File: config.mk
export PLATFORM = sky130hd
export DESIGN_NAME = at_command_line_matcher_flat
export DESIGN_NICKNAME = d
export VERILOG_FILES = /design/src/rtl/core/acm_pkg.sv /design/src/rtl/core/acm_chan_if.sv /design/src/rtl/core/acm_line_core.sv /design/src/rtl/core/at_command_line_matcher.sv /design/src/flat_wrapper.sv
export SDC_FILE = /design/constraint.sdc
export NUM_CORES = 1
export LEC_CHECK = 0
export BUFFER_PORTS_ARGS = -buffer_cell sky130_fd_sc_hd__buf_4
export CELL_PAD_IN_SITES_DETAIL_PLACEMENT = 0
export CELL_PAD_IN_SITES_GLOBAL_PLACEMENT = 1
export CORE_ASPECT_RATIO = 1.5
export CORE_MARGIN = 1.5
export CORE_UTILIZATION = 30
export CTS_CLUSTER_SIZE = 16
export DETAILED_ROUTE_END_ITERATION = 8
export GPL_TIMING_DRIVEN = 0
export PLACE_DENSITY_LB_ADDON = 0.1
export SLEW_MARGIN = 20
export SYNTH_ARGS = -nofsm -noshare
export SYNTH_HDL_FRONTEND = slang
export SYNTH_HIERARCHICAL = 1
export SYNTH_SLANG_ARGS = --single-unit
File: constraint.sdc
create_clock -name clk -period 4.6 [get_ports clk]
set_input_delay 0.23 -clock clk [delete_from_list [all_inputs] [get_ports clk]]
set_output_delay 0.23 -clock clk [all_outputs]
set_load 0.01 [all_outputs]
File: src/rtl/core/acm_pkg.sv
package acm_pkg;

  localparam logic [7:0] CHAR_CR  = 8'h0D;
  localparam logic [7:0] CHAR_DEL = 8'h7F;

  localparam int PREFIX_LEN = 5;
  localparam int NAME_COUNT = 4;

  localparam logic [7:0] NAME_HEAD [3] = '{8'h41, 8'h54, 8'h2B};
  localparam logic [7:0] NAME_TAIL [NAME_COUNT] = '{8'h68, 8'h76, 8'h72, 8'h74};

  typedef enum logic [2:0] {
    CMD_HELP    = 3'd0,
    CMD_VERSION = 3'd1,
    CMD_RESET   = 3'd2,
    CMD_TASK    = 3'd3,
    CMD_UNKNOWN = 3'd4
  } cmd_code_t;

  typedef struct packed {
    logic       func;
    logic [7:0] char_in;
  } in_item_t;

  typedef struct packed {
    cmd_code_t cmd_code;
    logic      ended_by_full;
  } out_item_t;

  typedef struct packed {
    logic      emit;
    out_item_t res;
  } step_result_t;

endpackage

File: src/rtl/core/acm_chan_if.sv
interface acm_chan_if #(
  parameter type payload_t = logic
);
  logic     valid;
  logic     ready;
  payload_t payload;

  modport source (output valid, output payload, input ready);
  modport sink (input valid, input payload, output ready);
endinterface

File: src/rtl/core/acm_line_core.sv
module acm_line_core #(
  parameter int LINE_DEPTH = 10
) (
  input  logic                  clk,
  input  logic                  rst,
  input  logic                  step,
  input  acm_pkg::in_item_t     item,
  output acm_pkg::step_result_t result
);
  import acm_pkg::*;

  localparam int COUNT_W = $clog2(LINE_DEPTH + 1);

  logic               waiting_mode;
  logic [COUNT_W-1:0] fill_count;
  logic [7:0]         prefix [PREFIX_LEN];

  logic      is_cr;
  logic      is_del;
  logic      full;
  logic      line_end;
  logic      head_ok;
  cmd_code_t code;

  assign is_cr  = item.char_in == CHAR_CR;
  assign is_del = item.char_in == CHAR_DEL;
  assign full   = fill_count == COUNT_W'(LINE_DEPTH);
  assign line_end = !waiting_mode && !item.func && (is_cr || full);

  // only the first five bytes decide a match: four nonzero, then a zero
  always_comb begin
    head_ok = (prefix[0] == NAME_HEAD[0]) && (prefix[1] == NAME_HEAD[1]) &&
              (prefix[2] == NAME_HEAD[2]) && (prefix[4] == 8'h00);
    code = CMD_UNKNOWN;
    for (int k = NAME_COUNT - 1; k >= 0; k--) begin
      if (head_ok && prefix[3] == NAME_TAIL[k]) begin
        code = cmd_code_t'(k);
      end
    end
  end

  assign result.emit              = line_end;
  assign result.res.cmd_code      = code;
  assign result.res.ended_by_full = full && !is_cr;

  always_ff @(posedge clk) begin
    if (rst) begin
      waiting_mode <= 1'b0;
      fill_count   <= '0;
      for (int i = 0; i < PREFIX_LEN; i++) begin
        prefix[i] <= 8'h00;
      end
    end else if (step) begin
      if (waiting_mode) begin
        if (item.func) begin
          waiting_mode <= 1'b0;
        end
      end else if (!item.func) begin
        if (line_end) begin
          fill_count <= '0;
          for (int i = 0; i < PREFIX_LEN; i++) begin
            prefix[i] <= 8'h00;
          end
          if (code == CMD_TASK) begin
            waiting_mode <= 1'b1;
          end
        end else if (is_del) begin
          if (fill_count != '0) begin
            fill_count <= fill_count - 1'b1;
            for (int i = 0; i < PREFIX_LEN; i++) begin
              if (fill_count == COUNT_W'(i + 1)) begin
                prefix[i] <= 8'h00;
              end
            end
          end
        end else begin
          fill_count <= fill_count + 1'b1;
          for (int i = 0; i < PREFIX_LEN; i++) begin
            if (fill_count == COUNT_W'(i)) begin
              prefix[i] <= item.char_in;
            end
          end
        end
      end
    end
  end

endmodule

File: src/rtl/core/at_command_line_matcher.sv
// path: the input beat that ends the line is held in the input register, then its result beat in the result register
// throughput: one input beat per cycle; a held result stalls input only once the
//   input register is also occupied
// reset: synchronous, active high; clears the line store, fill count, waiting mode
//   and the valid flags of both pipeline registers
module at_command_line_matcher #(
  parameter int LINE_DEPTH = 10
) (
  input logic       clk,
  input logic       rst,
  acm_chan_if.sink   rx,
  acm_chan_if.source result
);
  import acm_pkg::*;

  logic         s1_valid;
  in_item_t     s1_item;
  logic         out_free;
  logic         advance;
  step_result_t core_res;
  logic         res_valid;
  out_item_t    res_item;

  assign out_free = !res_valid || result.ready;
  assign advance  = s1_valid && out_free;
  assign rx.ready = !s1_valid || out_free;

  assign result.valid   = res_valid;
  assign result.payload = res_item;

  always_ff @(posedge clk) begin
    if (rst) begin
      s1_valid <= 1'b0;
    end else if (rx.ready) begin
      s1_valid <= rx.valid;
    end
  end

  always_ff @(posedge clk) begin
    if (rx.ready) begin
      s1_item <= rx.payload;
    end
  end

  acm_line_core #(
    .LINE_DEPTH(LINE_DEPTH)
  ) u_core (
    .clk    (clk),
    .rst    (rst),
    .step   (advance),
    .item   (s1_item),
    .result (core_res)
  );

  always_ff @(posedge clk) begin
    if (rst) begin
      res_valid <= 1'b0;
    end else if (out_free) begin
      res_valid <= advance && core_res.emit;
    end
  end

  always_ff @(posedge clk) begin
    if (advance && core_res.emit) begin
      res_item <= core_res.res;
    end
  end

  a_result_from_step: assert property (@(posedge clk) disable iff (rst)
    $rose(res_valid) |-> $past(advance && core_res.emit))
    else $error("result beat without a line end");

  a_ready_event_silent: assert property (@(posedge clk) disable iff (rst)
    advance && s1_item.func |-> !core_res.emit)
    else $error("ready event produced a result");

  a_end_cause: assert property (@(posedge clk) disable iff (rst)
    advance && core_res.emit |->
      core_res.res.ended_by_full || s1_item.char_in == CHAR_CR)
    else $error("line ended without cr or full store");

endmodule
File: src/flat_wrapper.sv
// flat-port wrapper written by rule: the top's interface ports become plain ports
module at_command_line_matcher_flat import acm_pkg::*;
#(
  parameter int LINE_DEPTH = 10
)
  (clk, rst, rx_valid, rx_payload, rx_ready, result_valid, result_payload, result_ready);
  acm_chan_if rx_i ();
  acm_chan_if result_i ();
  input logic clk;
  input logic rst;
  input wire logic [$bits(rx_i.valid)-1:0] rx_valid;
  input wire logic [$bits(rx_i.payload)-1:0] rx_payload;
  output wire logic [$bits(rx_i.ready)-1:0] rx_ready;
  output wire logic [$bits(result_i.valid)-1:0] result_valid;
  output wire logic [$bits(result_i.payload)-1:0] result_payload;
  input wire logic [$bits(result_i.ready)-1:0] result_ready;
  assign rx_i.valid = rx_valid;
  assign rx_i.payload = rx_payload;
  assign rx_ready = rx_i.ready;
  assign result_valid = result_i.valid;
  assign result_payload = result_i.payload;
  assign result_i.ready = result_ready;
  at_command_line_matcher #(.LINE_DEPTH(LINE_DEPTH)) u_core (.clk(clk), .rst(rst), .rx(rx_i), .result(result_i));
endmodule
[Word-level counts from Yosys, hierarchy flattened]
Memories as Yosys holds them, arrays and structs flattened.
Cells that the tools add are included.
Storage, ports and cells
  register bits after elaboration: 9
  memory bits (writable): 5
  bits of input ports: 5
  output and inout port bits: 3
  memories: 1
Operators by class
  add/sub/neg operators: 1
  eq/ne operators: 13
  multiplexer cells: 55
  bitwise gates (word level): 11
  reductions and logical operators: 18
Memory list
  u_core.u_core.prefix: depth 5, bits a word 1, rd ports 5, clocked after Yosys merged registers in 0, write ports 5, line acm_line_core.sv:16  | logic [7:0] prefix [PREFIX_LEN];
Operators by type and width (count)
  two-way mux 1 bit: 50
  == test 8 x 7 -> 1 bit, second input constant: 6
  two-way mux 3 bit: 4
  logical AND 1 bit: 10
  OR 1 bit: 10
  == test 4 x 2 -> 1 bit, second input constant: 2
  == test 8 x 6 -> 1 bit, second input constant: 1
  logical NOT 8 bit: 1
  adder 4 x 1 -> 4 bit, second input constant: 1
  == test 4 x 1 -> 1 bit, second input constant: 1
  == test 4 x 3 -> 1 bit, second input constant: 1
  == test 4 bit, second input constant: 1
  logical NOT 4 bit: 1
  two-way mux 4 bit: 1
  == test 3 x 2 -> 1 bit, second input constant: 1
  logical NOT 1 bit: 3
  logical OR 1 bit: 2
  AND reduction 2 bit: 1
  NOT 1 bit: 1

[Depth between registers and ports, before layout]
An unclocked memory read counts as a cell.
  word-level depth: 14
  gate-level depth with buffers: 8

[By module]
Netlist, hierarchy kept.
Modules (own cells, without submodules)
  acm_line_core: instances 1, cells an instance 153, area each 2115.8 sq um, seq. area each 1301.2 sq um
  at_command_line_matcher: instances 1, cells an instance 13, area each 163.9 sq um, seq. area each 100.1 sq um

[Worst setup path after synthesis]
OpenSTA, ideal clock, no wires.
  path type: reg-to-reg
  start point: register u_core.res_valid, in the netlist u_core/result.valid
  end point: memory u_core/u_core/prefix[4][0] (netlist name), enable pin
  setup time: 0.375 ns
  arrival time: 1.972 ns
  data required time: 4.225 ns
  path slack: 2.253 ns
  stages on the path, launching flop included: 7
  buffers on the path: 1
  clock period less this slack: 2.347 ns
  path through: dfxtp_1 -> nand2b_1 -> and2_1 -> or3b_4 -> buf_6 -> or3_1 -> o31ai_2
RTL lines
  start: declaration: line at_command_line_matcher.sv:21  | logic res_valid;
  start signal: assignment: line at_command_line_matcher.sv:59  | res_valid <= advance && core_res.emit;
  end: declaration: line acm_line_core.sv:16

==> qor.yml <==
status: "finished, final reports clean"
worstMarginPinSlew_ns: 0.8796
routedWlPerCell_um: 14.84
cts-hold-fix-buffers: 0
worstHoldPathCells: 2
dp_hpwl_um: 3416
min_from: "rst"
hold_violations: 0
slowest_delay_ns: 0.56
max_slew_margin_pct: 41.36
die_area_sq_um: 8025
path_max_fanout: 8
r2r_cells: 6
dr.pass1.iters: 4
cp_slowest_cell: "o221ai_1"
grt_busiest_layer: "met2"
overflow: 0
layout_worst_path_cycle_share_pct: 57.97
num_vias: 1370
grt_usage_pct: 12.46
clk_path_buf_depth: 2
avgSynthCellArea_sq_um: 14.13
clk_pin_slew_ns: 0.09
grt_use_met3_pct: 1.941
die_y_um: 109.0
crit_buf_inv: 1
clk_latency_ns: 0.30
maxCapViolCount: 0
core_sq_um: 7227
synth_cells: 159
synth_area_sq_um: 2246
critical-path-top-delay-family: "compound AO/OA/AOI/OAI gates"
final.setup_skew_ns: 0.006857
grt_max_degree: 17
ant_nets: 0
routed_wl_um: 4483
syn2layout_area_growth_pct: 18.72
startpoint: "u_core/u_core/fill_count[0]$_SDFFE_PP0P_"
antenna_found_initial: 0
reg2reg_from: "u_core/u_core/fill_count[0]$_SDFFE_PP0P_"
io_pins: 8
irDropWorstVdd_mv: 0.1542
crit_cells: 6
htree_levels: 2
die_w_um: 73.65
end_kind: "flip-flop"
max_freq_mhz: 375.0
grtUsageMet2_pct: 23.68
clock_sinks: 49
worstSetupStartpointType: "flip-flop"
drive_above_1_share_pct: 13.37
cts_tree: "built"
initial_core_util_pct: 31.08
drc_errors: 0
fin_util_pct: 36.89
routabilityCongestion: 0.7631
arrival_ns: 2.56
first_global_vias: 1418
criticalPathCategory: "flip-flop to flip-flop"
timing.final.crit_period_ns: 2.667
cts.repair.resized: 0
io_buffers: 7
postCtsSetupBuffers: 0
tns_ns: 0
regArea_sq_um: 1401
pwr_density_cell_nw_per_um2: 341.1
cts_made_buffers: 5
vias_per_cell: 4.536
ys_warn_count: 6
antenna_cells: 0
nets: 211
cts_root_buffer: "clkbuf_8"
fillers: 760
hold_class: "input pin to flip-flop"
grt_pass1_wl_um: 7286
multi_input_area_sq_um: 897.1
path_cells: "inv_1 > ha_1 > and3b_1 > a21o_1 > a21oi_1 > o221ai_1"
slew_viol_final: 0
rows: 38
setup_violations: 0
power.leakage_nw: 0.9810
required_ns: 4.50
grt_use_met1_pct: 13.57
rsz0062_at_grt: "false"
first_iter_violations: 38
[metal layers]
layer,vias up,share of wire [%]
met2,8,57
li1,686,-
met1,671,40
met4,0,1.2
met5,-,0
met3,5,1.4
[per-stage QoR]
stage	hold slack [ns]	total power [W]	std cells	worst slack, ns	area (sq um)
floorplan	0.2924	0.0005444	187	2.253	2351
global placement	0.4082	0.0005558	294	1.928	2529
detailed placement	0.4087	0.0005572	294	1.892	2529
CTS	0.07537	0.0009232	302	1.872	2666
global route	0.07705	0.0009443	302	1.704	2666
finish	0.08985	0.0009096	302	1.933	2666
[layout by cell type (no fill, tap or decap), types with 3 or more instances in the layout]
cell       n
conb_1    29
buf_4      9
clkbuf_8   5
nor4_1     4
nand4b_1   3
nor4b_1    4
nor4_4     3
nand2_1    6
nand4_1    5
nor3_1     4
o211ai_1   5
edfxtp_1  42
ha_1       5
dfxtp_1    7
nand3_1    4
and2_1    10
inv_1      5
o21ai_0    3
[area by class of cell]
type	count	share of cell area, %
Sequential cell	49	52.56
Tap cell	100	4.693
Buffer	5	1.267
Inverter	5	0.7039
Clock inverter	3	2.581
Timing Repair Buffer	7	1.971
Clock buffer	5	2.581
Multi-Input combinational cell	128	33.65
[sequential cells by signal, indices dropped and copies added (netlist names)]
register	cells
u_core/s1_valid	1
u_core/result.payload	1
u_core/s1_item	1
u_core/u_core/fill_count	4
u_core/u_core/prefix	40
u_core/result.valid	1
u_core/u_core/waiting_mode	1
[path summary, 6_finish.rpt]
kind	slack (ns)	endpoint
setup reg to reg	1.93	u_core/u_core/prefix[1][6]$_DFFE_PP_
hold / removal	0.09	u_core/s1_valid$_SDFFE_PP0P_
setup / recovery	1.93	u_core/u_core/prefix[1][6]$_DFFE_PP_
hold reg to reg	0.54	u_core/s1_valid$_SDFFE_PP0P_
[power by group]
part           leakage [nW]  internal, W  switching (W)
sequential            0.496     0.000498     0.00000567
clock                0.0687     0.000219       0.000143
combinational         0.417    0.0000155      0.0000289
Note: power is estimated with default switching activity, not from simulation.
